===== config.mk =====
export PLATFORM = sky130hd
export DESIGN_NAME = shader_source_tokenizer_flat
export DESIGN_NICKNAME = d
export VERILOG_FILES = /design/src/rtl/sst_pkg.sv /design/src/rtl/sst_in_if.sv /design/src/rtl/sst_out_if.sv /design/src/rtl/sst_scan.sv /design/src/rtl/sst_emit.sv /design/src/rtl/shader_source_tokenizer.sv /design/src/flat_wrapper.sv
export SDC_FILE = /design/constraint.sdc
export NUM_CORES = 1
export LEC_CHECK = 0
export BUFFER_PORTS_ARGS = -buffer_cell sky130_fd_sc_hd__buf_2
export CAP_MARGIN = 40
export CORE_ASPECT_RATIO = 1.5
export CORE_MARGIN = 10
export CORE_UTILIZATION = 55
export CTS_CLUSTER_DIAMETER = 40
export DETAILED_ROUTE_END_ITERATION = 7
export GPL_ROUTABILITY_DRIVEN = 0
export MAX_ROUTING_LAYER = met4
export PLACE_DENSITY_LB_ADDON = 0.3
export SYNTH_ARGS = -nofsm -noshare
export SYNTH_HDL_FRONTEND = slang
export SYNTH_SLANG_ARGS = --single-unit

===== constraint.sdc =====
create_clock -name clk_i -period 3.4 [get_ports clk_i]
set_input_delay 0 -clock clk_i [delete_from_list [all_inputs] [get_ports clk_i]]
set_output_delay 0 -clock clk_i [all_outputs]
set_load 0.01 [all_outputs]

===== src/rtl/sst_pkg.sv =====
// ----------------------------------------------------------------------------
// sst_pkg
// Shared types, character codes and helpers of the shader source tokenizer.
// ----------------------------------------------------------------------------
package sst_pkg;

  // Sizes
  localparam int TEXT_CAPACITY_DEF = 32;   // default text buffer depth
  localparam int TEXT_LIMIT        = 32;   // most text bytes a token reports
  localparam int KIND_W            = 4;
  localparam int LEN_W             = 6;
  localparam int IDX_W             = 5;
  localparam int MANT_W            = 63;
  localparam int FRAC_W            = 5;

  localparam logic [MANT_W-1:0] MANT_MAX = {MANT_W{1'b1}};
  localparam logic [FRAC_W-1:0] FRAC_MAX = {FRAC_W{1'b1}};

  // Character codes
  localparam logic [7:0] CH_SPACE_MAX = 8'd32;
  localparam logic [7:0] CH_DOT       = 8'h2E;
  localparam logic [7:0] CH_QUOTE     = 8'h22;
  localparam logic [7:0] CH_LPAREN    = 8'h28;
  localparam logic [7:0] CH_RPAREN    = 8'h29;
  localparam logic [7:0] CH_LBRACE    = 8'h7B;
  localparam logic [7:0] CH_RBRACE    = 8'h7D;
  localparam logic [7:0] CH_UNDERSCORE = 8'h5F;
  localparam logic [7:0] CH_0         = 8'h30;
  localparam logic [7:0] CH_9         = 8'h39;
  localparam logic [7:0] CH_LOWER_A   = 8'h61;
  localparam logic [7:0] CH_LOWER_Z   = 8'h7A;
  localparam logic [7:0] CH_UPPER_A   = 8'h41;
  localparam logic [7:0] CH_UPPER_Z   = 8'h5A;

  // Keyword lengths
  localparam logic [LEN_W-1:0] KW_UNIFORM_LEN = 6'd7;
  localparam logic [LEN_W-1:0] KW_IN_LEN      = 6'd2;

  typedef enum logic [KIND_W-1:0] {
    KIND_NAME    = 4'd0,
    KIND_LPAREN  = 4'd1,
    KIND_RPAREN  = 4'd2,
    KIND_LBRACE  = 4'd3,
    KIND_RBRACE  = 4'd4,
    KIND_LITERAL = 4'd5,
    KIND_STRING  = 4'd6,
    KIND_ERROR   = 4'd7,
    KIND_END     = 4'd8
  } token_kind_e;

  // Input word
  typedef struct packed {
    logic [7:0] source_byte;
    logic       end_of_input;
  } in_word_t;

  // Output word
  typedef struct packed {
    logic [KIND_W-1:0] token_kind;
    logic [7:0]        text_byte;
    logic [IDX_W-1:0]  text_index;
    logic [LEN_W-1:0]  token_length;
    logic              run_last;
    logic [MANT_W-1:0] literal_mantissa;
    logic [FRAC_W-1:0] fraction_digits;
    logic              is_uniform;
    logic              is_in;
    logic              overflow;
    logic              unterminated;
  } out_word_t;

  // Work handed from the scanner to the emitter for one accepted word
  typedef struct packed {
    logic              flush_valid;   // a pending token ends
    token_kind_e       flush_kind;
    logic [LEN_W-1:0]  flush_len;     // stored text bytes, 0 for literals
    logic              flush_ovf;
    logic              flush_unt;
    logic [MANT_W-1:0] flush_mant;
    logic [FRAC_W-1:0] flush_frac;
    logic              single_valid;  // one-result token after the flush
    token_kind_e       single_kind;
    logic [7:0]        single_byte;
  } cmd_t;

  function automatic logic is_alpha(logic [7:0] b);
    return (b >= CH_LOWER_A && b <= CH_LOWER_Z) ||
           (b >= CH_UPPER_A && b <= CH_UPPER_Z) || (b == CH_UNDERSCORE);
  endfunction

  function automatic logic is_digit(logic [7:0] b);
    return (b >= CH_0) && (b <= CH_9);
  endfunction

  // Byte b matches "uniform" at position idx
  function automatic logic uniform_match(logic [IDX_W-1:0] idx, logic [7:0] b);
    logic hit;
    unique case (idx)
      5'd0:    hit = (b == "u");
      5'd1:    hit = (b == "n");
      5'd2:    hit = (b == "i");
      5'd3:    hit = (b == "f");
      5'd4:    hit = (b == "o");
      5'd5:    hit = (b == "r");
      5'd6:    hit = (b == "m");
      default: hit = 1'b0;
    endcase
    return hit;
  endfunction

  // Byte b matches "in" at position idx
  function automatic logic in_match(logic [IDX_W-1:0] idx, logic [7:0] b);
    logic hit;
    unique case (idx)
      5'd0:    hit = (b == "i");
      5'd1:    hit = (b == "n");
      default: hit = 1'b0;
    endcase
    return hit;
  endfunction

endpackage


===== src/rtl/sst_in_if.sv =====
// ----------------------------------------------------------------------------
// sst_in_if
// Valid/ready channel carrying source words into the tokenizer.
// ----------------------------------------------------------------------------
interface sst_in_if;
  logic              valid;
  logic              ready;
  sst_pkg::in_word_t data;

  modport source (output valid, output data, input ready);
  modport sink   (input valid, input data, output ready);
endinterface


===== src/rtl/sst_out_if.sv =====
// ----------------------------------------------------------------------------
// sst_out_if
// Valid/ready channel carrying token result words out of the tokenizer.
// ----------------------------------------------------------------------------
interface sst_out_if;
  logic               valid;
  logic               ready;
  sst_pkg::out_word_t data;

  modport source (output valid, output data, input ready);
  modport sink   (input valid, input data, output ready);
endinterface


===== src/rtl/sst_scan.sv =====
// ----------------------------------------------------------------------------
// sst_scan
// Scanner: classifies each accepted byte, tracks the token in progress,
// builds the literal mantissa and appends name/string text to the buffer.
// ----------------------------------------------------------------------------
module sst_scan #(
  parameter int TEXT_CAPACITY = sst_pkg::TEXT_CAPACITY_DEF
) (
  input  logic                  clk_i,
  input  logic                  rst_ni,
  input  logic                  accept_i,
  input  sst_pkg::in_word_t     word_i,
  output sst_pkg::cmd_t         cmd_o,
  output logic                  wr_en_o,
  output logic [$clog2((TEXT_CAPACITY < sst_pkg::TEXT_LIMIT) ? TEXT_CAPACITY
                       : sst_pkg::TEXT_LIMIT)-1:0] wr_addr_o,
  output logic [7:0]            wr_data_o,
  output logic                  scan_idle_o
);

  localparam int STORE_LIMIT = (TEXT_CAPACITY < sst_pkg::TEXT_LIMIT) ?
                               TEXT_CAPACITY : sst_pkg::TEXT_LIMIT;
  localparam int AW = $clog2(STORE_LIMIT);
  localparam int CW = $clog2(STORE_LIMIT + 1);

  typedef enum logic [1:0] {
    MODE_IDLE,
    MODE_NAME,
    MODE_LIT,
    MODE_STR
  } mode_e;

  mode_e                      mode_q, mode_d;
  logic [CW-1:0]              count_q, count_d;
  logic [sst_pkg::MANT_W-1:0] mant_q, mant_d;
  logic                       dot_q, dot_d;
  logic [sst_pkg::FRAC_W-1:0] frac_q, frac_d;
  logic                       ovf_q, ovf_d;

  logic [7:0]                 b;
  logic [3:0]                 digit;
  logic [sst_pkg::MANT_W+3:0] prod;
  logic                       alpha, numeric;
  logic                       flush, go_idle, append;
  logic                       wr_en;
  sst_pkg::cmd_t              cmd;

  assign b       = word_i.source_byte;
  assign digit   = 4'(b - sst_pkg::CH_0);
  assign alpha   = sst_pkg::is_alpha(b);
  assign numeric = sst_pkg::is_digit(b);

  // mantissa * 10 + digit as shift-add, four guard bits catch overflow
  assign prod = ({4'b0, mant_q} << 3) + ({4'b0, mant_q} << 1) +
                {{(sst_pkg::MANT_W){1'b0}}, digit};

  // Next token state and work for the emitter
  always_comb begin
    mode_d    = mode_q;
    count_d   = count_q;
    mant_d    = mant_q;
    dot_d     = dot_q;
    frac_d    = frac_q;
    ovf_d     = ovf_q;
    flush     = 1'b0;
    go_idle   = 1'b0;
    append    = 1'b0;
    cmd       = '0;
    wr_en     = 1'b0;
    wr_addr_o = count_q[AW-1:0];

    if (word_i.end_of_input) begin
      flush            = (mode_q != MODE_IDLE);
      cmd.single_valid = 1'b1;
      cmd.single_kind  = sst_pkg::KIND_END;
    end else begin
      unique case (mode_q)
        MODE_NAME: begin
          if (alpha || numeric) append = 1'b1;
          else begin
            flush   = 1'b1;
            go_idle = 1'b1;
          end
        end
        MODE_LIT: begin
          if (numeric) begin
            if (|prod[sst_pkg::MANT_W+3:sst_pkg::MANT_W]) begin
              mant_d = sst_pkg::MANT_MAX;
              ovf_d  = 1'b1;
            end else begin
              mant_d = prod[sst_pkg::MANT_W-1:0];
            end
            if (dot_q && frac_q != sst_pkg::FRAC_MAX) frac_d = frac_q + 1'b1;
          end else if (b == sst_pkg::CH_DOT && !dot_q) begin
            dot_d = 1'b1;
          end else begin
            flush   = 1'b1;
            go_idle = 1'b1;
          end
        end
        MODE_STR: begin
          if (b == sst_pkg::CH_QUOTE) flush = 1'b1;
          else append = 1'b1;
        end
        default: go_idle = 1'b1;
      endcase
    end

    // text append, dropped and flagged once the buffer is full
    if (append) begin
      if (count_q < CW'(STORE_LIMIT)) begin
        wr_en   = 1'b1;
        count_d = count_q + 1'b1;
      end else begin
        ovf_d = 1'b1;
      end
    end

    // pending token ends: hand over its summary and start clean
    if (flush || word_i.end_of_input) begin
      cmd.flush_valid = flush;
      cmd.flush_ovf   = ovf_q;
      cmd.flush_unt   = (mode_q == MODE_STR) && word_i.end_of_input;
      unique case (mode_q)
        MODE_LIT: begin
          cmd.flush_kind = sst_pkg::KIND_LITERAL;
          cmd.flush_mant = mant_q;
          cmd.flush_frac = frac_q;
        end
        MODE_STR: begin
          cmd.flush_kind = sst_pkg::KIND_STRING;
          cmd.flush_len  = sst_pkg::LEN_W'(count_q);
        end
        default: begin
          cmd.flush_kind = sst_pkg::KIND_NAME;
          cmd.flush_len  = sst_pkg::LEN_W'(count_q);
        end
      endcase
      mode_d  = MODE_IDLE;
      count_d = '0;
      mant_d  = '0;
      dot_d   = 1'b0;
      frac_d  = '0;
      ovf_d   = 1'b0;
    end

    // byte seen between tokens
    if (go_idle) begin
      priority if (b <= sst_pkg::CH_SPACE_MAX) begin
        mode_d = MODE_IDLE;
      end else if (alpha) begin
        mode_d    = MODE_NAME;
        wr_en     = 1'b1;
        wr_addr_o = '0;
        count_d   = CW'(1);
      end else if (numeric) begin
        mode_d = MODE_LIT;
        mant_d = {{(sst_pkg::MANT_W-4){1'b0}}, digit};
      end else if (b == sst_pkg::CH_QUOTE) begin
        mode_d = MODE_STR;
      end else if (b == sst_pkg::CH_LPAREN) begin
        cmd.single_valid = 1'b1;
        cmd.single_kind  = sst_pkg::KIND_LPAREN;
      end else if (b == sst_pkg::CH_RPAREN) begin
        cmd.single_valid = 1'b1;
        cmd.single_kind  = sst_pkg::KIND_RPAREN;
      end else if (b == sst_pkg::CH_LBRACE) begin
        cmd.single_valid = 1'b1;
        cmd.single_kind  = sst_pkg::KIND_LBRACE;
      end else if (b == sst_pkg::CH_RBRACE) begin
        cmd.single_valid = 1'b1;
        cmd.single_kind  = sst_pkg::KIND_RBRACE;
      end else begin
        cmd.single_valid = 1'b1;
        cmd.single_kind  = sst_pkg::KIND_ERROR;
        cmd.single_byte  = b;
      end
    end
  end

  // text lands in memory only on an accepted word
  assign wr_en_o     = wr_en && accept_i;
  assign cmd_o       = cmd;
  assign wr_data_o   = b;
  assign scan_idle_o = (mode_q == MODE_IDLE);

  // Token state registers
  always_ff @(posedge clk_i or negedge rst_ni) begin
    if (!rst_ni) begin
      mode_q  <= MODE_IDLE;
      count_q <= '0;
      mant_q  <= '0;
      dot_q   <= 1'b0;
      frac_q  <= '0;
      ovf_q   <= 1'b0;
    end else if (accept_i) begin
      mode_q  <= mode_d;
      count_q <= count_d;
      mant_q  <= mant_d;
      dot_q   <= dot_d;
      frac_q  <= frac_d;
      ovf_q   <= ovf_d;
    end
  end

endmodule


===== src/rtl/sst_emit.sv =====
// ----------------------------------------------------------------------------
// sst_emit
// Emitter: owns the token text memory and walks a finished token out of it,
// one result word per stored byte, into the output register.
// ----------------------------------------------------------------------------
module sst_emit #(
  parameter int TEXT_CAPACITY = sst_pkg::TEXT_CAPACITY_DEF
) (
  input  logic                  clk_i,
  input  logic                  rst_ni,
  input  logic                  start_i,
  input  sst_pkg::cmd_t         cmd_i,
  input  logic                  wr_en_i,
  input  logic [$clog2((TEXT_CAPACITY < sst_pkg::TEXT_LIMIT) ? TEXT_CAPACITY
                       : sst_pkg::TEXT_LIMIT)-1:0] wr_addr_i,
  input  logic [7:0]            wr_data_i,
  output logic                  ready_o,
  output logic                  out_valid_o,
  input  logic                  out_ready_i,
  output sst_pkg::out_word_t    out_data_o
);

  localparam int STORE_LIMIT = (TEXT_CAPACITY < sst_pkg::TEXT_LIMIT) ?
                               TEXT_CAPACITY : sst_pkg::TEXT_LIMIT;
  localparam int AW = $clog2(STORE_LIMIT);

  typedef enum logic [1:0] {
    ST_IDLE,
    ST_ISSUE,
    ST_FETCH
  } state_e;

  state_e             state_q, state_d;
  sst_pkg::cmd_t      job_q, job_d;
  logic [AW-1:0]      idx_q, idx_d;
  logic               kw_uni_q, kw_uni_d;
  logic               kw_in_q, kw_in_d;
  logic               out_valid_q, out_valid_d;
  sst_pkg::out_word_t out_data_q, out_data_d;

  logic [7:0]                 text_mem_q [STORE_LIMIT];
  logic [7:0]                 rd_data_q;
  logic                       rd_en;
  logic                       can_load;
  logic                       text_job;
  logic                       last;
  logic                       u_hit, i_hit;
  logic [sst_pkg::IDX_W-1:0]  idx_ext;

  // Text memory: writes come only while idle, reads only while emitting,
  // so the two never touch the same entry in one cycle.
  always_ff @(posedge clk_i) begin
    if (wr_en_i) text_mem_q[wr_addr_i] <= wr_data_i;
    if (rd_en)   rd_data_q <= text_mem_q[idx_q];
  end

  assign can_load = !out_valid_q || out_ready_i;
  assign text_job = job_q.flush_valid && (job_q.flush_len != '0);
  assign idx_ext  = sst_pkg::IDX_W'(idx_q);
  assign last     = (sst_pkg::LEN_W'(idx_q) + 1'b1) == job_q.flush_len;
  assign u_hit    = sst_pkg::uniform_match(idx_ext, rd_data_q);
  assign i_hit    = sst_pkg::in_match(idx_ext, rd_data_q);

  // Sequencer: flush run first, then the one-result token
  always_comb begin
    state_d     = state_q;
    job_d       = job_q;
    idx_d       = idx_q;
    kw_uni_d    = kw_uni_q;
    kw_in_d     = kw_in_q;
    out_valid_d = out_valid_q && !out_ready_i;
    out_data_d  = out_data_q;
    rd_en       = 1'b0;

    unique case (state_q)
      ST_IDLE: begin
        if (start_i) begin
          job_d    = cmd_i;
          idx_d    = '0;
          kw_uni_d = 1'b1;
          kw_in_d  = 1'b1;
          if (cmd_i.flush_valid || cmd_i.single_valid) state_d = ST_ISSUE;
        end
      end
      ST_ISSUE: begin
        priority if (text_job) begin
          rd_en   = 1'b1;
          state_d = ST_FETCH;
        end else if (job_q.flush_valid) begin
          // token without text: one word with its summary
          if (can_load) begin
            out_valid_d                  = 1'b1;
            out_data_d                   = '0;
            out_data_d.token_kind        = job_q.flush_kind;
            out_data_d.run_last          = 1'b1;
            out_data_d.literal_mantissa  = job_q.flush_mant;
            out_data_d.fraction_digits   = job_q.flush_frac;
            out_data_d.overflow          = job_q.flush_ovf;
            out_data_d.unterminated      = job_q.flush_unt;
            job_d.flush_valid            = 1'b0;
            state_d = job_q.single_valid ? ST_ISSUE : ST_IDLE;
          end
        end else if (job_q.single_valid) begin
          if (can_load) begin
            out_valid_d           = 1'b1;
            out_data_d            = '0;
            out_data_d.token_kind = job_q.single_kind;
            out_data_d.text_byte  = job_q.single_byte;
            out_data_d.run_last   = 1'b1;
            job_d.single_valid    = 1'b0;
            state_d               = ST_IDLE;
          end
        end else begin
          state_d = ST_IDLE;
        end
      end
      ST_FETCH: begin
        // read data is in; keyword match runs along the text
        if (can_load) begin
          out_valid_d              = 1'b1;
          out_data_d               = '0;
          out_data_d.token_kind    = job_q.flush_kind;
          out_data_d.text_byte     = rd_data_q;
          out_data_d.text_index    = idx_ext;
          out_data_d.token_length  = job_q.flush_len;
          out_data_d.run_last      = last;
          out_data_d.is_uniform    = last && (job_q.flush_kind == sst_pkg::KIND_NAME) &&
                                     (job_q.flush_len == sst_pkg::KW_UNIFORM_LEN) &&
                                     kw_uni_q && u_hit;
          out_data_d.is_in         = last && (job_q.flush_kind == sst_pkg::KIND_NAME) &&
                                     (job_q.flush_len == sst_pkg::KW_IN_LEN) &&
                                     kw_in_q && i_hit;
          out_data_d.overflow      = job_q.flush_ovf;
          out_data_d.unterminated  = job_q.flush_unt;
          kw_uni_d                 = kw_uni_q && u_hit;
          kw_in_d                  = kw_in_q && i_hit;
          if (last) begin
            job_d.flush_valid = 1'b0;
            state_d = job_q.single_valid ? ST_ISSUE : ST_IDLE;
          end else begin
            idx_d   = idx_q + 1'b1;
            state_d = ST_ISSUE;
          end
        end
      end
      default: state_d = ST_IDLE;
    endcase
  end

  // State and registered outputs
  always_ff @(posedge clk_i or negedge rst_ni) begin
    if (!rst_ni) begin
      state_q     <= ST_IDLE;
      job_q       <= '0;
      idx_q       <= '0;
      kw_uni_q    <= 1'b0;
      kw_in_q     <= 1'b0;
      out_valid_q <= 1'b0;
      out_data_q  <= '0;
    end else begin
      state_q     <= state_d;
      job_q       <= job_d;
      idx_q       <= idx_d;
      kw_uni_q    <= kw_uni_d;
      kw_in_q     <= kw_in_d;
      out_valid_q <= out_valid_d;
      out_data_q  <= out_data_d;
    end
  end

  assign ready_o     = (state_q == ST_IDLE);
  assign out_valid_o = out_valid_q;
  assign out_data_o  = out_data_q;

endmodule


===== src/rtl/shader_source_tokenizer.sv =====
// ----------------------------------------------------------------------------
// shader_source_tokenizer
// Streaming lexer for shader source text: one byte per input word, token
// result words out, one per stored text byte or per token without text.
// ----------------------------------------------------------------------------
// A byte that continues a token, starts one or is skipped leaves the input
// ready for the next byte. A token that ends is then walked out of the text
// memory, read through a registered port: a name or string one stored byte
// after another, each read then loaded as a result word, and a literal,
// bracket, error or end token as a single word, flush token first. Input is
// held off until the last word of the item is in the output register, so
// output stalls hold it off too; that word may still wait there while the
// next byte is taken. At most min(TEXT_CAPACITY, 32) text bytes are kept per
// token. The text memory needs no clearing after reset.
module shader_source_tokenizer #(
  parameter int TEXT_CAPACITY = sst_pkg::TEXT_CAPACITY_DEF
) (
  input  logic      clk_i,
  input  logic      rst_ni,
  sst_in_if.sink    in_i,
  sst_out_if.source out_o
);

  localparam int STORE_LIMIT = (TEXT_CAPACITY < sst_pkg::TEXT_LIMIT) ?
                               TEXT_CAPACITY : sst_pkg::TEXT_LIMIT;
  localparam int AW = $clog2(STORE_LIMIT);

  logic               in_fire;
  logic               ready;
  sst_pkg::cmd_t      cmd;
  logic               wr_en;
  logic [AW-1:0]      wr_addr;
  logic [7:0]         wr_data;
  logic               scan_idle;
  logic               out_valid;
  sst_pkg::out_word_t out_data;

  assign in_fire = in_i.valid && ready;

  // Token scanner
  sst_scan #(
    .TEXT_CAPACITY (TEXT_CAPACITY)
  ) u_scan (
    .clk_i       (clk_i),
    .rst_ni      (rst_ni),
    .accept_i    (in_fire),
    .word_i      (in_i.data),
    .cmd_o       (cmd),
    .wr_en_o     (wr_en),
    .wr_addr_o   (wr_addr),
    .wr_data_o   (wr_data),
    .scan_idle_o (scan_idle)
  );

  // Text memory and result sequencer
  sst_emit #(
    .TEXT_CAPACITY (TEXT_CAPACITY)
  ) u_emit (
    .clk_i       (clk_i),
    .rst_ni      (rst_ni),
    .start_i     (in_fire),
    .cmd_i       (cmd),
    .wr_en_i     (wr_en),
    .wr_addr_i   (wr_addr),
    .wr_data_i   (wr_data),
    .ready_o     (ready),
    .out_valid_o (out_valid),
    .out_ready_i (out_o.ready),
    .out_data_o  (out_data)
  );

  assign in_i.ready  = ready;
  assign out_o.valid = out_valid;
  assign out_o.data  = out_data;

  // End of input always leaves the scanner between tokens
  a_eoi_idle: assert property (@(posedge clk_i) disable iff (!rst_ni)
    in_fire && in_i.data.end_of_input |=> scan_idle)
    else $error("scanner not idle after end of input");

  // Text is written only on an accepted word, never during emission
  a_wr_on_accept: assert property (@(posedge clk_i) disable iff (!rst_ni)
    wr_en |-> in_fire)
    else $error("text write without accepted word");

  // A new result word follows from emission work, not from an idle cycle
  a_out_from_work: assert property (@(posedge clk_i) disable iff (!rst_ni)
    $rose(out_o.valid) |-> $past(!in_i.ready))
    else $error("result word appeared while input side was idle");

endmodule

===== src/flat_wrapper.sv =====
// flat-port wrapper written by rule: the top's interface ports become plain ports
module shader_source_tokenizer_flat 
#(
  parameter int TEXT_CAPACITY = sst_pkg::TEXT_CAPACITY_DEF
)
  (clk_i, rst_ni, in_i_valid, in_i_data, in_i_ready, out_o_valid, out_o_data, out_o_ready);
  sst_in_if in_i_i ();
  sst_out_if out_o_i ();
  input  logic clk_i;
  input  logic rst_ni;
  input wire logic [$bits(in_i_i.valid)-1:0] in_i_valid;
  input wire logic [$bits(in_i_i.data)-1:0] in_i_data;
  output wire logic [$bits(in_i_i.ready)-1:0] in_i_ready;
  output wire logic [$bits(out_o_i.valid)-1:0] out_o_valid;
  output wire logic [$bits(out_o_i.data)-1:0] out_o_data;
  input wire logic [$bits(out_o_i.ready)-1:0] out_o_ready;
  assign in_i_i.valid = in_i_valid;
  assign in_i_i.data = in_i_data;
  assign in_i_ready = in_i_i.ready;
  assign out_o_valid = out_o_i.valid;
  assign out_o_data = out_o_i.data;
  assign out_o_i.ready = out_o_ready;
  shader_source_tokenizer #(.TEXT_CAPACITY(TEXT_CAPACITY)) u_core (.clk_i(clk_i), .rst_ni(rst_ni), .in_i(in_i_i), .out_o(out_o_i));
endmodule

# ---- Yosys cells after proc, flatten, opt, wreduce, memory -nomap -nowiden
# Memory sizes are Yosys's and may differ from the RTL's. A register that Yosys moved wholly into a read port is not among the register bits.
# Index checks and enable logic that the tools add are counted.
dict set report totals {
  regBits 278
  ramBits 256
  input_bits 13
  mem_count 1
}
# memory depth width rd rd_ports_with_merged_regs wr line_no
set mem_list {}
lappend mem_list {u_core.u_emit.text_mem_q 32 8 1 1 1 sst_emit.sv:41} ;# logic [7:0] text_mem_q [STORE_LIMIT];
dict set report op_classes {
  add_sub_neg 7
  n_lt_le_gt_ge 8
  n_eq_ne 42
  mux 125
  reduce_logical 51
}
# cell count
set op_table {}
lappend op_table {{two-way mux 96 bit} 6}
lappend op_table {{two-way mux 63 bit} 9}
lappend op_table {{one-hot mux 96 bit (2 select lines)} 1}
lappend op_table {{two-way mux 94 bit} 1}
lappend op_table {{two-way mux 81 bit} 1}
lappend op_table {{== test 8 x 7 -> 1 bit, second input constant} 10}
lappend op_table {{two-way mux 68 bit} 1}
lappend op_table {{adder 66 x 64 -> 67 bit} 1}
lappend op_table {{adder 67 x 4 -> 67 bit} 1}
lappend op_table {{two-way mux 13 bit} 5}
lappend op_table {{two-way mux 5 bit} 13}
lappend op_table {{two-way mux 1 bit} 47}
lappend op_table {{two-way mux 6 bit} 7}
lappend op_table {{== test 8 x 6 -> 1 bit, second input constant} 4}
lappend op_table {{two-way mux 8 bit} 4}
lappend op_table {{two-way mux 2 bit} 15}
lappend op_table {{AND reduction 5 bit} 5}
lappend op_table {{logical AND 1 bit} 19}
lappend op_table {{greater-or-equal comparator 8 x 7 -> 1 bit, second input constant} 2}
lappend op_table {{<= comparator 8 x 6 -> 1 bit, second input constant} 2}
lappend op_table {{<= comparator 8 x 7 -> 1 bit, second input constant} 2}
lappend op_table {{inequality test 2 bit, second input constant} 8}
lappend op_table {{nonzero test 2 bit} 8}
lappend op_table {{== test 5 x 3 -> 1 bit, second input constant} 3}
lappend op_table {{35 further kinds} 58}

# ---- Longest topological paths before layout
# Gate-level depths: netlist of the first run.
dict set report depth {
  depth_word 15
  depth_mapped 15
  depth_no_buf 13
}

# ---- Modules after synthesis
# Synthesis of the first run repeated with hierarchy kept, for this count alone.
dict set report hier_totals {
  hier_cells 2293
  hier_area_um2 27682.8
}
# mod instances cells_per_inst area_each_um2 seq_area_each_um2
set by_module_without_submodules {}
lappend by_module_without_submodules {sst_emit 1 1190 18604.1 12932.4}
lappend by_module_without_submodules {sst_scan 1 1102 9072.5 1951.9}
lappend by_module_without_submodules {shader_source_tokenizer 1 1 6.3 0.0}

# ---- Worst setup path after synthesis of the first run
# No wires, ideal clock.
dict set report synth_path {
  kind {register to register}
  start {register u_core.u_scan.mant_q[0] (netlist name)}
  end {register u_core.u_scan.mant_q[42] (netlist name)}
  arrival_time_ps 3333
  required_time_ps 3280
  setup_slack_ps -54
  path_stages_with_launch 15
  cell_sequence {dfrtp_1 fa_1 fa_1 a21oi_1 nand4b_1 a2111o_1 nand3_1 a2111oi_0 nor2_1 xnor2_1 o2111ai_2 buf_4 buf_4 o21ai_0 nand2_1}
}
dict set report synth_between {
  elab_chain_cells 12
}
# item line_no
set synth_lines {}
lappend synth_lines {{from (decl)} sst_scan.sv:35} ;# logic [sst_pkg::MANT_W-1:0] mant_q, mant_d;
lappend synth_lines {{from (signal assigned)} sst_scan.sv:199} ;# mant_q <= mant_d;
lappend synth_lines {{adder 66 x 64 -> 67 bit (*)} sst_scan.sv:54} ;# assign prod = ({4'b0, mant_q} << 3) + ({4'b0, mant_q} << 1) +
lappend synth_lines {{adder 67 x 4 -> 67 bit (*)} sst_scan.sv:54}
lappend synth_lines {{OR reduction 4 bit} sst_scan.sv:87} ;# if (|prod[sst_pkg::MANT_W+3:sst_pkg::MANT_W]) begin
lappend synth_lines {{two-way mux 63 bit (*)} sst_scan.sv:87}
lappend synth_lines {{two-way mux 63 bit (*)} sst_scan.sv:86} ;# if (numeric) begin
lappend synth_lines {{two-way mux 63 bit (*)} sst_scan.sv:77} ;# unique case (mode_q)
lappend synth_lines {{two-way mux 63 bit (*)} sst_scan.sv:72} ;# if (word_i.end_of_input) begin
lappend synth_lines {{two-way mux 63 bit (*)} sst_scan.sv:120} ;# if (flush || word_i.end_of_input) begin
lappend synth_lines {{two-way mux 63 bit} sst_scan.sv:156} ;# end else if (numeric) begin
lappend synth_lines {{two-way mux 63 bit} sst_scan.sv:151} ;# end else if (alpha) begin
lappend synth_lines {{two-way mux 63 bit} sst_scan.sv:149} ;# priority if (b <= sst_pkg::CH_SPACE_MAX) begin
lappend synth_lines {{two-way mux 63 bit (*)} sst_scan.sv:148} ;# if (go_idle) begin
# Every way passes the cells marked *; elsewhere a longest branch is shown, timed or not.
# A chain may end at the register's enable or synchronous reset.

# ---- Worst setup path after layout of the first run
dict set report layout_path {
  start {register u_core.u_scan.mant_q[2] (netlist name)}
  end {register u_core.u_scan.mant_q[39] (netlist name)}
}
# Same word-level chain as after synthesis.

==> results.txt, run 1 <==
The sink of the worst hold path is u_core.u_emit.text_mem_q[8][6]$_DFFE_PP_. The number of ports placed on the die boundary is approximately 110. The first routing iteration left between 1500 and 2000 violations. In the routed design, unresolved DRC markers number 0. The instance area after placement came out at 30030 um2.

The measured slew at the worst slew-check pin is slightly below 0.9 ns. The TritonCTS clock tree is yes. The cell area that synthesis handed to floorplanning was around 27000 um2.

The via-per-instance ratio is just over 6. Measured on the finished design, the core utilization comes to around two thirds. The synthesized design contains around 540 register bits. The floorplan die area is ~58000 um2. The worst setup skew after layout is 0.02282 ns. Counting flops with a built-in enable in the synthesized netlist gives 264.

The leakage power summed over all cells came out at between 0.01 and 0.015 uW. The power consumption came out at between 15000 and 20000 uW. The fraction of registers with async set/reset came out at approximately half. The post-DP HPWL came out at around 53000 um. The count of input and output buffers is 110. Dividing the detail-routed wire length by the instance count gives about 23 um. The remaining max-slew budget at the tightest pin is around two fifths.

Based on the critical path, the design can be clocked at up to approximately 0.27 GHz. The final antenna-violating net count is 0. Entering global routing, the biggest net connects 107 pins. The worst supply voltage drop on vdd is 0.3862 mV. The later-pin clock latency in the skew report is approximately 0.6 ns. The critical path in this run is classified as register to register.

Setup violations remaining at the end of the flow were counted as 64. The portion of the post-synthesis area used by sequential elements is 55.56%. The classification of the worst-slack hold path is input pin to register. The effective utilization at floorplan is between 50% and 60%. The first detailed-routing pass took 6 iterations. The synthesized netlist net count came out at roughly 2400. Wires add up to 76370 um. The net count of the finished layout is approximately 2800. The startpoint of the lowest-slack register-to-register path is u_core.u_scan.mant_q[2]$_DFFE_PN0P_. The endpoint identified for the worst register-to-register timing path is u_core.u_scan.mant_q[39]$_DFFE_PN0P_. The register-to-register setup slack came out at -0.27 ns. The fraction of final layout cells sized beyond drive strength 1 is 26.97%. The total grt overflow came out at 0.

The minimum clock period came out at 3.674 ns. The critical path data required time came out at 3.90 ns. The number of levels in the clock H-tree is 2. The post-route cell area came out at 32530 um2. The core area came out at around 48000 um2. STA classifies the critical path startpoint as a register.

The run finished, with violations left. The number of clock buffers inserted by TritonCTS came out at 53. After clock tree synthesis, the clock-pin slew on the worst setup and hold paths is 0.07 ns. The data arrival time of the critical path came out at 4.18 ns. The die height came out at 290.1 um. The worst path uses 108.0% of the clock period. The first-pass GRT wire length is approximately 120000 um. The maximum number of buffers from clock root to sink came out at 3.

The yosys synthesis warning count is 0. The library cell used most frequently in the layout, excluding fill and tap cells, is sky130_fd_sc_hd__nand2_1. The via count of the first global-routing pass came to between 20000 and 25000.

The average instance area after synthesis is 11.68 um2. Compared with the post-synthesis result, the final layout area differs by 21.64%. The number of distinct library cells after synthesis came out at 84. In this run the power density over the cells is approximately 470 nW/um2. In the layout the commonest cells are 372 x sky130_fd_sc_hd__nand2_1, 296 x sky130_fd_sc_hd__buf_4, 275 x sky130_fd_sc_hd__dfrtp_1, 264 x sky130_fd_sc_hd__edfxtp_1, 150 x sky130_fd_sc_hd__nor2_1. The total routing usage reported by global routing came out at a little over a quarter. Setup repair after global routing could not meet its margin everywhere.

The cell count after synthesis is roughly 2300. The overall via count from detail_route came out at 20459. The number of clock sinks seen by CTS came out at about 540. The width of the die came out at ~200 um. The tree is rooted in a sky130_fd_sc_hd__clkbuf_16. The final-report hold violation count is 0.

For this run, the leading register cell type out of synthesis is sky130_fd_sc_hd__dfrtp_1. The total count of max-transition violations in the final report came to 0. The largest driver fanout on the critical path came out at 6. The initial antenna violation count is 2. The number of cells on the worst hold path is 2.

The max-capacitance violation count is 0. The length in cells of the worst reg-to-reg path came out at 15. The final reports fail on setup timing. In this run the core area contains 98 standard-cell rows. The final critical-path setup slack came out at -0.2735 ns. The launch point of the worst hold path is in_i_data[7]. STA classifies the critical path endpoint as a register.
==> layout make-up <==
type                       count  area [um2]
clock buffer                  62        1401
timing repair buffer         444        3438
multi-input combinational   1589       11650
antenna                        2       5.005
fill                        3506       15410
tap                          650       813.3
clock inverter                36       270.3
sequential                   541       14860
inverter                      24       90.09
==> worst max-delay path, stage by stage (launching register included) <==
cell and delay (ns):
sky130_fd_sc_hd__dfrtp_1 0.40, sky130_fd_sc_hd__fa_2 0.60, sky130_fd_sc_hd__fa_2 0.22, sky130_fd_sc_hd__a21oi_2 0.06, sky130_fd_sc_hd__nand4b_1 0.24, sky130_fd_sc_hd__a211oi_2 0.34
sky130_fd_sc_hd__o2111ai_4 0.18, sky130_fd_sc_hd__a2111oi_4 0.36, sky130_fd_sc_hd__or3_4 0.20, sky130_fd_sc_hd__nand4_1 0.12, sky130_fd_sc_hd__o2111ai_4 0.26, sky130_fd_sc_hd__buf_6 0.15
sky130_fd_sc_hd__buf_12 0.14, sky130_fd_sc_hd__buf_16 0.15, sky130_fd_sc_hd__nor2_4 0.03, sky130_fd_sc_hd__o21ai_1 0.12
==> through the flow <==
stage / setup slack, ns / std cells / TNS (ns) / hold WS, ns
floorplan: 0.04469 / 2290 / 0 / -0.2956
global placement: -0.2007 / 3217 / -6.424 / 0.1141
detailed placement: -0.3933 / 3218 / -18.33 / 0.1290
CTS: -0.2304 / 3341 / -12.49 / 0.02528
global route: -0.4120 / 3348 / -21.78 / 0.04696
finish: -0.2735 / 3348 / -13.69 / 0.04921
==> cells in the mapped netlist, types with 11 or more instances <==
cell type	number	area [um2]
sky130_fd_sc_hd__a221oi_1	11	96.34
sky130_fd_sc_hd__o211ai_1	17	127.6
sky130_fd_sc_hd__a211oi_1	11	82.58
sky130_fd_sc_hd__nor3_1	28	140.1
sky130_fd_sc_hd__mux4_2	80	1802
sky130_fd_sc_hd__ha_1	136	1702
sky130_fd_sc_hd__a22o_1	94	823.3
sky130_fd_sc_hd__inv_1	24	90.09
sky130_fd_sc_hd__dfrtp_1	277	6932
sky130_fd_sc_hd__clkbuf_1	100	375.4
sky130_fd_sc_hd__edfxtp_1	264	7928
sky130_fd_sc_hd__nand3_1	114	570.6
sky130_fd_sc_hd__nand4_1	34	212.7
sky130_fd_sc_hd__nor2b_1	12	75.07
sky130_fd_sc_hd__a21o_1	27	202.7
sky130_fd_sc_hd__xor2_1	32	280.3
sky130_fd_sc_hd__xnor2_1	34	297.8
sky130_fd_sc_hd__nor2_1	156	585.6
sky130_fd_sc_hd__o21ai_1	26	130.1
sky130_fd_sc_hd__o31ai_1	12	90.09
sky130_fd_sc_hd__buf_2	17	85.08
sky130_fd_sc_hd__nand2_1	376	1411
sky130_fd_sc_hd__o21ai_0	108	540.5
sky130_fd_sc_hd__a21oi_1	99	495.5
==> routing by layer <==
layer | part of all wire (%) | track usage [%]
met5 | 0 | -
met4 | 7.0 | 16.07
met3 | 4.7 | 3.289
met2 | 54 | 47.82
met1 | 34 | 28.06
==> how the worst max path moves through the flow <==
stage	slack, ns	from	to
after CTS	-0.23	u_core.u_scan.mant_q[2]$_DFFE_PN0P_	u_core.u_scan.mant_q[55]$_DFFE_PN0P_
after floorplan	0.04	u_core.u_scan.mant_q[0]$_DFFE_PN0P_	u_core.u_scan.mant_q[42]$_DFFE_PN0P_
after detailed placement	-0.39	u_core.u_scan.mant_q[0]$_DFFE_PN0P_	u_core.u_scan.mant_q[14]$_DFFE_PN0P_
final	-0.27	u_core.u_scan.mant_q[2]$_DFFE_PN0P_	u_core.u_scan.mant_q[39]$_DFFE_PN0P_
after global placement	-0.20	u_core.u_scan.mant_q[0]$_DFFE_PN0P_	u_core.u_scan.mant_q[6]$_DFFE_PN0P_
after global routing	-0.41	u_core.u_scan.mant_q[2]$_DFFE_PN0P_	u_core.u_scan.mant_q[55]$_DFFE_PN0P_
==> sequential cells by signal, indices dropped and copies added (netlist names), 5 cells and up <==
| signal | count |
|---|---|
| u_core.u_emit.idx_ext | 5 |
| u_core.u_emit.job_q | 93 |
| u_core.u_emit.out_data_o | 96 |
| u_core.u_emit.rd_data_q | 8 |
| u_core.u_emit.text_mem_q | 256 |
| u_core.u_scan.count_q | 6 |
| u_core.u_scan.frac_q | 5 |
| u_core.u_scan.mant_q | 63 |
==> power breakdown <==
part / total, uW / leakage, uW / switching [uW] / internal, uW
Combinational: 2470 / 0.00762 / 1680 / 791
Clock: 5610 / 0.000803 / 2600 / 3010
Sequential: 7260 / 0.00619 / 194 / 7070
Total: 15300 / 0.0146 / 4480 / 10900
==> repair_timing <==
| action | 4_1_cts | 5_1_grt |
|---|---|---|
| endpoints found under the hold margin | 152 | 0 |
| pin swaps | 64 | 39 |
| setup endpoints to repair | 64 | 70 |
| setup buffers | 11 | 4 |
| gates cloned | 6 | 2 |
| hold buffers | 9 | 0 |
| resized for setup | 93 | 35 |
==> kinds of logic after synthesis <==
kind of cell / synth area share (%)
mux: 7.495
simple gates: 13.42
xor+xnor: 2.161
flops: 55.56
compound gates: 12.24
fa+ha+maj: 6.512
buf+inv: 2.606
No activity file was read; power rests on OpenSTA's default activity.
==> run 2, diff against run 1 <==
==> constraint.sdc (replaced) <==
create_clock -name clk_i -period 3.4 [get_ports clk_i]
set_input_delay 0.68 -clock clk_i [delete_from_list [all_inputs] [get_ports clk_i]]
set_output_delay 0.68 -clock clk_i [all_outputs]
set_load 0.01 [all_outputs]
==> results.txt, run 2 (same netlist as run 1, synthesis figures left out) <==
Setup slack on the critical path of the routed design comes to -0.3646 ns. Subtracting the final worst setup slack from the clock period gives approximately 3.8 ns. Dividing the detail-routed wire length by the instance count gives roughly 23 um. Global routing used 27.62% of the available tracks across all layers. Based on the critical path, the design can be clocked at up to between 0.2 and 0.3 GHz. Clock skew on the completed layout was measured at between 0.015 and 0.02 ns. Clock-pin slew was measured on the worst setup and hold paths at 0.06 ns.

The flip-flop count of the largest register after layout is between 200 and 300. Leaving out fill and tap cells, the most frequent cells in the layout are 373 x sky130_fd_sc_hd__nand2_1, 348 x sky130_fd_sc_hd__buf_4, 275 x sky130_fd_sc_hd__dfrtp_1, 264 x sky130_fd_sc_hd__edfxtp_1, 152 x sky130_fd_sc_hd__nor2_1. On the critical path, the stage with the largest delay is an instance of sky130_fd_sc_hd__fa_1. The number of clock buffers inserted by TritonCTS is 55. The largest net degree at the start of global routing is between 80 and 90.

The number of levels in the clock H-tree is 2. The data arrival time of the critical path came out at 4.23 ns. Setup violations remaining at the end of the flow were counted as 64. The first detailed-routing pass ran for 8 iterations. The total grt overflow is 0. The category of the critical setup timing path is register to register. The floorplan step defined a die boundary enclosing a little under 60000 um2. The tightest min-delay check is of the input pin to asynchronous set/reset pin type. The worst path uses 110.7% of the clock period. The die height came out at between 200 and 300 um. The via count of the first global-routing pass is 21679. The setup TNS after final layout came out at -18.19 ns. TritonCTS built the clock tree. In this run the horizontal extent of the chip is around 200 um. The leakage power summed over all cells is around 0.015 uW. The largest stage delay on the critical path is roughly 0.52 ns. The worst setup path is captured at a register. The largest driver fanout on the critical path is 4. Once layout is complete, the utilization of the core stands at around 69%. For the worst-skew pair, the clock arrives at the later sink with an insertion delay of approximately 0.6 ns.

The longest clock path from root to sink contains 3 buffers. Across all hold checks on the routed design, the worst slack comes to between 0.07 and 0.08 ns. The floorplan has 98 rows. For the pin with the worst max-slew slack, the measured transition is ~0.93 ns. The signal on the critical path passes through fa_1 -> ha_1 -> a211oi_2 -> o21ai_2 -> a222oi_1 -> a211oi_2 -> o21ai_1 -> a21oi_1 -> xnor2_1 -> o2111ai_4 -> buf_12 -> buf_8 -> nor3_1 -> o31ai_1. The power consumption is about 16000 uW. The critical path data required time came out at approximately 3.9 ns.

The final reports fail on setup timing. The total count of max-transition violations in the final report is 0. In the routed design, unresolved DRC markers number 0.

The worst supply voltage drop on vdd came out at 0.5884 mV. The remaining max-slew budget at the tightest pin came out at a little under two fifths. Counting cells, the worst reg-to-reg path comes to 14. The run finished, with violations left. The register-to-register setup slack came out at -0.36 ns. The total detailed-routing wirelength is 78180 um.

The max-capacitance violation count is 0. The library cell used most frequently in the layout, excluding fill and tap cells, is sky130_fd_sc_hd__nand2_1. The initial antenna violation count is 2. The initial DRC count is 1474. The number of clock sinks seen by CTS is around 540. Detailed placement finished with a half-perimeter wire length of between 50000 and 60000 um.

The CTS root buffer is sky130_fd_sc_hd__clkbuf_16. Counting stages on the worst path, the most repeated cell is sky130_fd_sc_hd__a211oi_2. In this run the power density over the cells is between 400 and 500 nW/um2. The final antenna-violating net count came out at 0.

The number of fill cells in the layout is roughly 3300. The number of ports placed on the die boundary is around 110. The register with the most flip-flops in the final layout is u_core.u_emit.text_mem_q. The startpoint of the lowest-slack register-to-register path is u_core.u_scan.mant_q[2]$_DFFE_PN0P_. The overall via count from detail_route is a little over 20000.

The first-pass GRT wire length came out at 121700 um. The effective utilization at floorplan came out at between 50% and 60%. After the last flow step, the layout net total stands at 2848. In the routed layout, each cell is associated on average with a via count of approximately 6. The endpoint identified for the worst register-to-register timing path is u_core.u_scan.mant_q[2]$_DFFE_PN0P_. STA classifies the critical path startpoint as a register. Summing all placed instances gives a cell area of around 30000 um2. Setup repair after global routing could not meet its margin everywhere. The final-report hold violation count is 0. The number of buffers inserted for hold repair after clock tree synthesis is 0.

The post-route cell area came out at approximately 33000 um2. The count of buffers added on input and output ports is 110. The core area came out at about 48000 um2. The growth of design area from synthesis to finish is 23.20%. The fraction of final layout cells sized beyond drive strength 1 came out at approximately 28%.
==> run 2: cell count changes in the layout (fill, tap and decap cells not counted), sizes merged <==
cell         before  now
buf             433  485
clkinvlp         10    4
clkinv           19   23
diode             2    1
bufinv            0    7
dlygate4sd3       9    0
clkbuf           64   63
==> run 2: power by group <==
group | switching (uW) | total, uW | leakage (uW) | internal, uW
Combinational | 1740 | 2590 | 0.00780 | 847
Sequential | 187 | 7260 | 0.00619 | 7070
Clock | 2730 | 6360 | 0.000932 | 3630
Total | 4660 | 16200 | 0.0149 | 11500
==> run 2: metal layers <==
layer,routed length (um),vias to the layer above,GRT usage [%]
met4,5308,0,15.80
li1,-,9333,-
met1,26120,10256,28.09
met2,42780,836,49.65
met3,3976,328,3.393
met5,0,-,-
==> run 2: how the worst max path moves through the flow <==
stage                                              startpoint                                   end  slack, ns  cells past startpoint
after floorplan                                  in_i_data[4]  u_core.u_scan.mant_q[14]$_DFFE_PN0P_      -0.06                     13
after global placement                           in_i_data[4]   u_core.u_scan.mant_q[9]$_DFFE_PN0P_      -0.64                     15
after detailed placement                         in_i_data[4]  u_core.u_scan.mant_q[13]$_DFFE_PN0P_      -0.76                     15
after CTS                 u_core.u_scan.mant_q[0]$_DFFE_PN0P_  u_core.u_scan.mant_q[39]$_DFFE_PN0P_      -0.29                     15
after global routing      u_core.u_scan.mant_q[2]$_DFFE_PN0P_   u_core.u_scan.mant_q[2]$_DFFE_PN0P_      -0.60                     15
final                     u_core.u_scan.mant_q[2]$_DFFE_PN0P_   u_core.u_scan.mant_q[2]$_DFFE_PN0P_      -0.36                     14
==> run 2: final cells by class <==
| cell class | instances | area, um2 | share of cell area (%) |
|---|---|---|---|
| Timing Repair Buffer | 486 | 3705 | 11.24 |
| Clock buffer | 62 | 1423 | 4.318 |
| Inverter | 24 | 90.09 | 0.2734 |
| Antenna cell | 1 | 2.502 | 0.007595 |
| Clock inverter | 41 | 506.7 | 1.538 |
| Tap cell | 650 | 813.3 | 2.468 |
| Multi-Input combinational cell | 1589 | 11540 | 35.04 |
| Sequential cell | 541 | 14860 | 45.11 |
==> run 2: critical path: cells and delay by family, from the launching register on <==
family / cells / cell delay [ns]
buf+inv: 2 / 0.30
xor+xnor: 1 / 0.26
simple gates: 1 / 0.19
compound gates: 8 / 1.63
fa+ha+maj: 2 / 0.84
flops: 1 / 0.41
==> run 2: metrics by stage <==
step | worst slack [ns] | instances
after floorplan | -0.06305 | 2290
final | -0.3646 | 3394
after global placement | -0.6383 | 3273
after CTS | -0.2909 | 3386
after global routing | -0.5980 | 3394
after detailed placement | -0.7622 | 3273
==> run 2: timing repair <==
action                     4_1_cts  5_1_grt
buffers inserted                 8        5
setup endpoints to repair       64      119
gates cloned                     2        1
gates resized for setup         67       24
pin swaps                       46       30
